[src/rtl/core/bounded_sequence_edit_engine_core_assert.svh]
// Assertion macros shared by the core.
`ifndef BOUNDED_SEQUENCE_EDIT_ENGINE_CORE_ASSERT_SVH
`define BOUNDED_SEQUENCE_EDIT_ENGINE_CORE_ASSERT_SVH

// Condition must hold in the same cycle as the trigger.
`define BSEE_CHECK_NOW(lbl, clk, rst_n, trig, cond) \
    lbl: assert property (@(posedge clk) disable iff (!rst_n) (trig) |-> (cond)) \
        else $error("bsee check failed");

// Condition must hold in the cycle after the trigger.
`define BSEE_CHECK_NEXT(lbl, clk, rst_n, trig, cond) \
    lbl: assert property (@(posedge clk) disable iff (!rst_n) (trig) |=> (cond)) \
        else $error("bsee check failed");

`endif

[src/rtl/core/bsee_ram.sv]
module bsee_ram #(
    parameter int W = 8,
    parameter int D = 16
) (
    input  logic                 clk,
    input  logic                 we,
    input  logic [$clog2(D)-1:0] waddr,
    input  logic [W-1:0]         wdata,
    input  logic [$clog2(D)-1:0] raddr,
    output logic [W-1:0]         rdata
);
    logic [W-1:0] mem [D];

    always_ff @(posedge clk)
    begin
        if (we)
        begin
            mem[waddr] <= wdata;
        end
        rdata <= mem[raddr];
    end
endmodule
[config.mk]
export PLATFORM = sky130hd
export DESIGN_NAME = bsee_ram
export DESIGN_NICKNAME = d
export VERILOG_FILES = /design/src/rtl/core/bounded_sequence_edit_engine_core_assert.svh /design/src/rtl/core/bsee_ram.sv
export SDC_FILE = /design/constraint.sdc
export NUM_CORES = 1
export LEC_CHECK = 0
export BUFFER_PORTS_ARGS = -buffer_cell sky130_fd_sc_hd__buf_2
export CAP_MARGIN = 20
export CELL_PAD_IN_SITES_DETAIL_PLACEMENT = 1
export CELL_PAD_IN_SITES_GLOBAL_PLACEMENT = 1
export CORE_MARGIN = 4
export CORE_UTILIZATION = 53
export DETAILED_ROUTE_END_ITERATION = 6
export GPL_TIMING_DRIVEN = 1
export PLACE_DENSITY = 0.78
export SETUP_SLACK_MARGIN = 0.4
export SKIP_LAST_GASP = 1
export SYNTH_ARGS = -nofsm -noshare
export SYNTH_HDL_FRONTEND = slang
export SYNTH_SLANG_ARGS = --single-unit
export TNS_END_PERCENT = 30
[constraint.sdc]
create_clock -name clk -period 2.4 [get_ports clk]
set_input_delay 0.48 -clock clk [delete_from_list [all_inputs] [get_ports clk]]
set_output_delay 0.48 -clock clk [all_outputs]
set_load 0.02 [all_outputs]
==> flow_summary.yaml, run 1 <==
final_layout:
  layout.cells.non_filler: 428
  drive_gt1_share_pct: 32.8
  stdcell_area_um2: 6140
  fin_nets: 304
  regArea_um2: 4000
  antenna_cells: 0
  synthToLayoutAreaGrowth_pct: 19.4
  multi_input_area_um2: 1060
  filler_cell_count: 779
detailed_routing:
  drtPass1Iterations: 4
  postRouteAntennaNets: 0
  wl_per_cell_um: 28.5
  vias_per_cell: 6.00
  vias: 2569
  route.detailed.drc: 0
  drtIter0Drc: 206
  drt-total-wl_mm: 12.2
die:
  num_rows: 35
  start_util_pct: 55.2
  fp.coreArea_um2: 9330
  io-pin-count: 26
  die_area_um2: 11400
  die_h_um: 107
  die_x_um: 107
setup_path:
  required_ns: 1.92
  slowest_stage: "dfxtp_1"
  regToRegSetupSlack_ns: 0.98
  slowest_delay_ns: 0.37
  path_cells: "buf_2"
  arrival_ns: 1.07
  critPathKind: "register to output pin"
  critical_path_buf_inv_count: 1
  r2r_cells: 3
  end_kind: "output pin"
  rr_startpoint: "mem[2][1]$_DFFE_PP_"
  cp_max_fo: 1
  crit_path_start_kind: "register"
  cpLargestDelayFamily: "flip-flops"
  r2r_end: "rdata[1]$_DFF_P_"
power_and_ir_drop:
  ir_drop_v: 0.000661
  combPwrFrac_pct: 5.1
  p_per_area_nw_per_um2: 897
  pwr-share-clk_pct: 46.3
  power.total_mw: 5.51
  p_switching_mw: 1.19
  p_int_mw: 4.32
  pwr-share-seq_pct: 48.5
  leakagePower_nw: 2.11
  swShare_pct: 21.7
yosys:
  yosysSeqAreaShare_pct: 77.8
  synthArstFlopShare_pct: 0
  syn-cell-area_um2: 5150
  synth_area_leaders: "edfxtp_1 (75%), mux4_2 (7.9%), mux4_1 (7.1%)"
  synth_edf_count: 128
  synth_top_area_share_pct: 74.7
  synthFlopType: "edfxtp_1"
  synthMostInstantiatedCell: "edfxtp_1"
  avgSynthCellArea_um2: 22.5
  synth-warning-count: 0
  synth_common_cells: "edfxtp_1 (128), mux4_2 (18), a22oi_1 (16), mux4_1 (14), nor2_1 (13)"
  synth_area_leader_cell: "edfxtp_1"
  ys_ff_latch: 136
  syn_nets: 247
  synth.distinct_cells: 19
  synth_cells: 229
sta:
  setup_viol: 0
  min_period_ns: 1.55
  max_slew_margin_pct: 70.0
  hold_viol: 0
  rsz0062_at_grt: "no"
  fin_tns_setup_ns: 0
  max_freq_mhz: 644
  tightest_slew_ns: 0.449
  fin_crit_sh_pct: 64.7
  fin_skew_ns: 0.00847
  drv_slew: 0
run:
  max-cap-violations: 0
clocking:
  post_cts_buffers: 0
  cts.sinks: 136
  cts_buffer_depth: 2
  clkLatencyLatePin_ns: 0.52
  htree_levels: 4
  cts_tree: "yes"
  path_clk_slew_ns: 0.06
  cts_root_buf: "clkbuf_8"
  cts_made_buffers: 17
  cts_hold_buf: 0
  cts_resized: 0
place:
  hpwl_mm: 7.60
  dp.cells: 396
  port_buffers: 25
  gp_congestion: 0.788
  place_area_um2: 5560
global_route:
  grt_pass1_wl_mm: 18.9
  overflow: 0
  grt_max_degree: 19
  grt_pass1_vias: 2871
  antenna_found_initial: 0
  track_usage_pct: 24.3
worst_hold_path:
  min_to: "mem[0][1]$_DFFE_PP_"
  hold_depth: 1
  min_from: "wdata[1]"
  worstHoldPathType: "primary input to register"
run_status:
  status: "finished, final reports clean"
how the worst max path moves through the flow:
stage	startpoint	endpoint	slack [ns]	cells after the start
after floorplan	waddr[2]	mem[0][0]$_DFFE_PP_	0.43	2
after global placement	raddr[0]	rdata[1]$_DFF_P_	0.53	5
after detailed placement	raddr[1]	rdata[5]$_DFF_P_	0.49	5
after CTS	rdata[6]$_DFF_P_	rdata[6]	0.82	1
after global routing	rdata[6]$_DFF_P_	rdata[6]	0.81	1
final	rdata[6]$_DFF_P_	rdata[6]	0.85	1
stage by stage:
| stage | setup WS, ns | hold WS [ns] | util (%) |
|---|---|---|---|
| floorplan | 0.427 | 0.579 | - |
| global placement | 0.533 | 0.653 | 59.6 |
| detailed placement | 0.490 | 0.673 | 59.6 |
| CTS | 0.815 | 0.325 | 65.9 |
| global route | 0.810 | 0.345 | 65.9 |
| finish | 0.847 | 0.347 | 65.9 |
cell type report:
cell class | instances | area share [%]
Tap cell | 129 | 2.63
Clock inverter | 12 | 2.30
Timing Repair Buffer | 48 | 5.46
Multi-Input combinational cell | 83 | 17.2
Clock buffer | 20 | 7.25
Sequential cell | 136 | 65.2
cells by family after synthesis:
group / share of synthesized area (%)
DFF: 77.8
and+or+nand+nor: 3.18
muxes: 15.0
AOI/OAI and AO/OA: 2.33
buffers and inverters: 1.68
layer usage:
metal / share of wire [%] / vias to the layer above / track usage (%)
met5: 0 / - / 0
met4: 2.4 / 0 / 8.49
met3: 7.5 / 19 / 6.19
met2: 51 / 123 / 39.2
met1: 39 / 1335 / 32.5
li1: - / 1092 / -
placed cells by master, fill, tap and decap left out, drive strengths merged, types with 3 or more instances in the layout:
cell,netlist,final
clkinv,0,5
a22oi,16,16
dfxtp,8,8
nor2,13,13
nand2,9,9
buf,7,48
inv,0,3
edfxtp,128,128
nor3,4,4
mux4,32,32
clkbuf,0,20
registers in the layout, indices dropped and copies added (netlist names):
register / cells
mem: 128
rdata: 8
power by group through the flow:
stage | Clock [mW] | Sequential [mW] | Combinational [mW]
final | 2.55 | 2.67 | 0.283
after global placement | 0 | 2.72 | 0.270
after floorplan | 0 | 2.74 | 0.135
after detailed placement | 0 | 2.72 | 0.283
after CTS | 2.59 | 2.68 | 0.287
after global routing | 2.72 | 2.68 | 0.307
(Power assumes the default switching activity.)
==> run 2: changes to the inputs <==
--- a/config.mk
+++ b/config.mk
@@ -10,10 +10,10 @@
 export CELL_PAD_IN_SITES_DETAIL_PLACEMENT = 1
 export CELL_PAD_IN_SITES_GLOBAL_PLACEMENT = 1
 export CORE_MARGIN = 4
-export CORE_UTILIZATION = 53
+export CORE_UTILIZATION = 48
 export DETAILED_ROUTE_END_ITERATION = 6
 export GPL_TIMING_DRIVEN = 1
-export PLACE_DENSITY = 0.78
+export PLACE_DENSITY = 0.74
 export SETUP_SLACK_MARGIN = 0.4
 export SKIP_LAST_GASP = 1
 export SYNTH_ARGS = -nofsm -noshare
==> constraint.sdc (replaced) <==
create_clock -name clk -period 1.4 [get_ports clk]
set_input_delay 0.28 -clock clk [delete_from_list [all_inputs] [get_ports clk]]
set_output_delay 0.28 -clock clk [all_outputs]
set_load 0.02 [all_outputs]
==> run 2 against run 1 <==
  * Total power up 67%
  * Combinational power rose by 92%
  * Via count down 1.2%
  * Critical endpoint is now rdata[6]$_DFF_P_
  * Highest routed layer unchanged
  * Hold slack got worse by 0.20 ns
  * Largest power group unchanged
==> flow_summary.yaml, run 2 (same netlist as run 1, synthesis figures left out) <==
clocking:
  htree_levels: 4
  cts_tree: "yes"
  path_clk_slew_ns: 0.06
  cts_buffer_depth: 2
  clkLatencyLatePin_ns: 0.52
  post_cts_buffers: 0
  cts_made_buffers: 17
  cts_root_buf: "clkbuf_8"
  cts.sinks: 136
  cts_hold_buf: 0
setup_path:
  crit_path_start_kind: "register"
  critPathKind: "register to register"
  cp_max_fo: 1
  end_kind: "register"
  required_ns: 1.80
  rr_startpoint: "mem[10][6]$_DFFE_PP_"
  r2r_cells: 3
  r2r_end: "rdata[6]$_DFF_P_"
  regToRegSetupSlack_ns: 0.06
  arrival_ns: 1.74
global_route:
  antenna_found_initial: 0
  overflow: 0
  grt_pass1_vias: 2734
  grt_pass1_wl_mm: 17.6
  track_usage_pct: 20.1
  grt_max_degree: 17
final_layout:
  filler_cell_count: 920
  fin_nets: 314
  final_common_cell: "edfxtp_1"
  layout.cells.non_filler: 445
  final_cell_mix: "edfxtp_1 (128), mux4_2 (32), buf_4 (25), buf_2 (23), clkbuf_16 (16)"
  drive_gt1_share_pct: 42.7
  synthToLayoutAreaGrowth_pct: 21.9
  largest_registers: "mem: 128 flops, rdata: 8 flops"
  final_util_pct: 60.5
  largest_reg_flops: 128
  antenna_cells: 0
  largest_register: "mem"
power_and_ir_drop:
  power.total_mw: 9.18
  p_per_area_nw_per_um2: 1460
  ir_drop_v: 0.000719
  leakagePower_nw: 2.11
die:
  io-pin-count: 26
  fp.coreArea_um2: 10400
  die_h_um: 112
  die_area_um2: 12400
  die_x_um: 112
  start_util_pct: 49.6
  num_rows: 37
sta:
  max_slew_margin_pct: 42.0
  min_period_ns: 1.34
  hold_viol: 0
  fin_tns_setup_ns: 0
  rsz0062_at_grt: "yes"
  setup_viol: 0
  max_freq_mhz: 748
  tightest_slew_ns: 0.869
  fin_crit_sh_pct: 95.5
  drv_slew: 0
  fin_skew_ns: 0.00769
  hold_ws_ns: 0.146
detailed_routing:
  wl_per_cell_um: 25.7
  drt-total-wl_mm: 11.4
  drtIter0Drc: 204
  route.detailed.drc: 0
  postRouteAntennaNets: 0
  vias_per_cell: 5.70
  drtPass1Iterations: 4
  vias: 2537
run:
  max-cap-violations: 0
worst_hold_path:
  min_from: "wdata[2]"
  worstHoldPathType: "primary input to register"
  hold_depth: 1
  min_to: "mem[15][2]$_DFFE_PP_"
place:
  hpwl_mm: 7.49
  dp.cells: 413
  port_buffers: 25
  gp_congestion: 0.726
run_status:
  status: "finished, final reports clean"
-- run 2: cell types whose count changed in the layout (fill, tap and decap cells not counted), sizes merged --
cell | previous run | this run
clkinv | 5 | 9
inv | 3 | 0
buf | 48 | 58
clkinvlp | 2 | 1
-- run 2: worst max-delay path, cell delays in order, from the launching register on --
cell and delay, ns:
edfxtp_1 0.38, mux4_2 0.48, a22oi_1 0.28, nand2_1 0.08
-- run 2: worst max-delay path by stage --
stage                                    start  depth (start not counted)                   to
final                     mem[10][6]$_DFFE_PP_                          3     rdata[6]$_DFF_P_
after detailed placement              raddr[0]                          6     rdata[3]$_DFF_P_
after global placement                raddr[0]                          6     rdata[3]$_DFF_P_
after CTS                  mem[3][0]$_DFFE_PP_                          3     rdata[0]$_DFF_P_
after global routing       mem[3][0]$_DFFE_PP_                          3     rdata[0]$_DFF_P_
after floorplan                       waddr[2]                          2  mem[0][0]$_DFFE_PP_
-- run 2: final cells by class --
| type | count | area, um^2 | area share [%] |
|---|---|---|---|
| clock inverter | 12 | 109 | 1.74 |
| tap | 136 | 170 | 2.71 |
| sequential | 136 | 4010 | 63.9 |
| multi-input combinational | 83 | 1080 | 17.2 |
| clock buffer | 20 | 425 | 6.78 |
| timing repair buffer | 58 | 485 | 7.74 |
-- run 2: report_power, final --
group          internal [mW]  total [mW]  switching, mW
clock network           2.49        4.05           1.56
registers               4.56        4.59         0.0328
logic                  0.238       0.542          0.304
total                   7.28        9.18           1.89
-- run 2: metal layers --
layer	track usage (%)	up-vias	share of wire (%)
li1	-	1095	-
met2	33.9	55	53
met5	0	-	0
met1	25.9	1370	43
met3	4.84	17	2.9
met4	6.57	0	1.6
-- run 2: timing repair --
action	in CTS	in global routing
gates resized for setup	12	1
setup endpoints to repair	16	16
pin swaps	1	0
-- run 2: metrics by stage --
| step | setup WS, ns | instance area [um^2] |
|---|---|---|
| after CTS | 0.0495 | 6270 |
| after global routing | 0.0182 | 6270 |
| after global placement | -0.313 | 5700 |
| after floorplan | 0.0170 | 5160 |
| after detailed placement | -0.370 | 5700 |
| final | 0.0632 | 6270 |
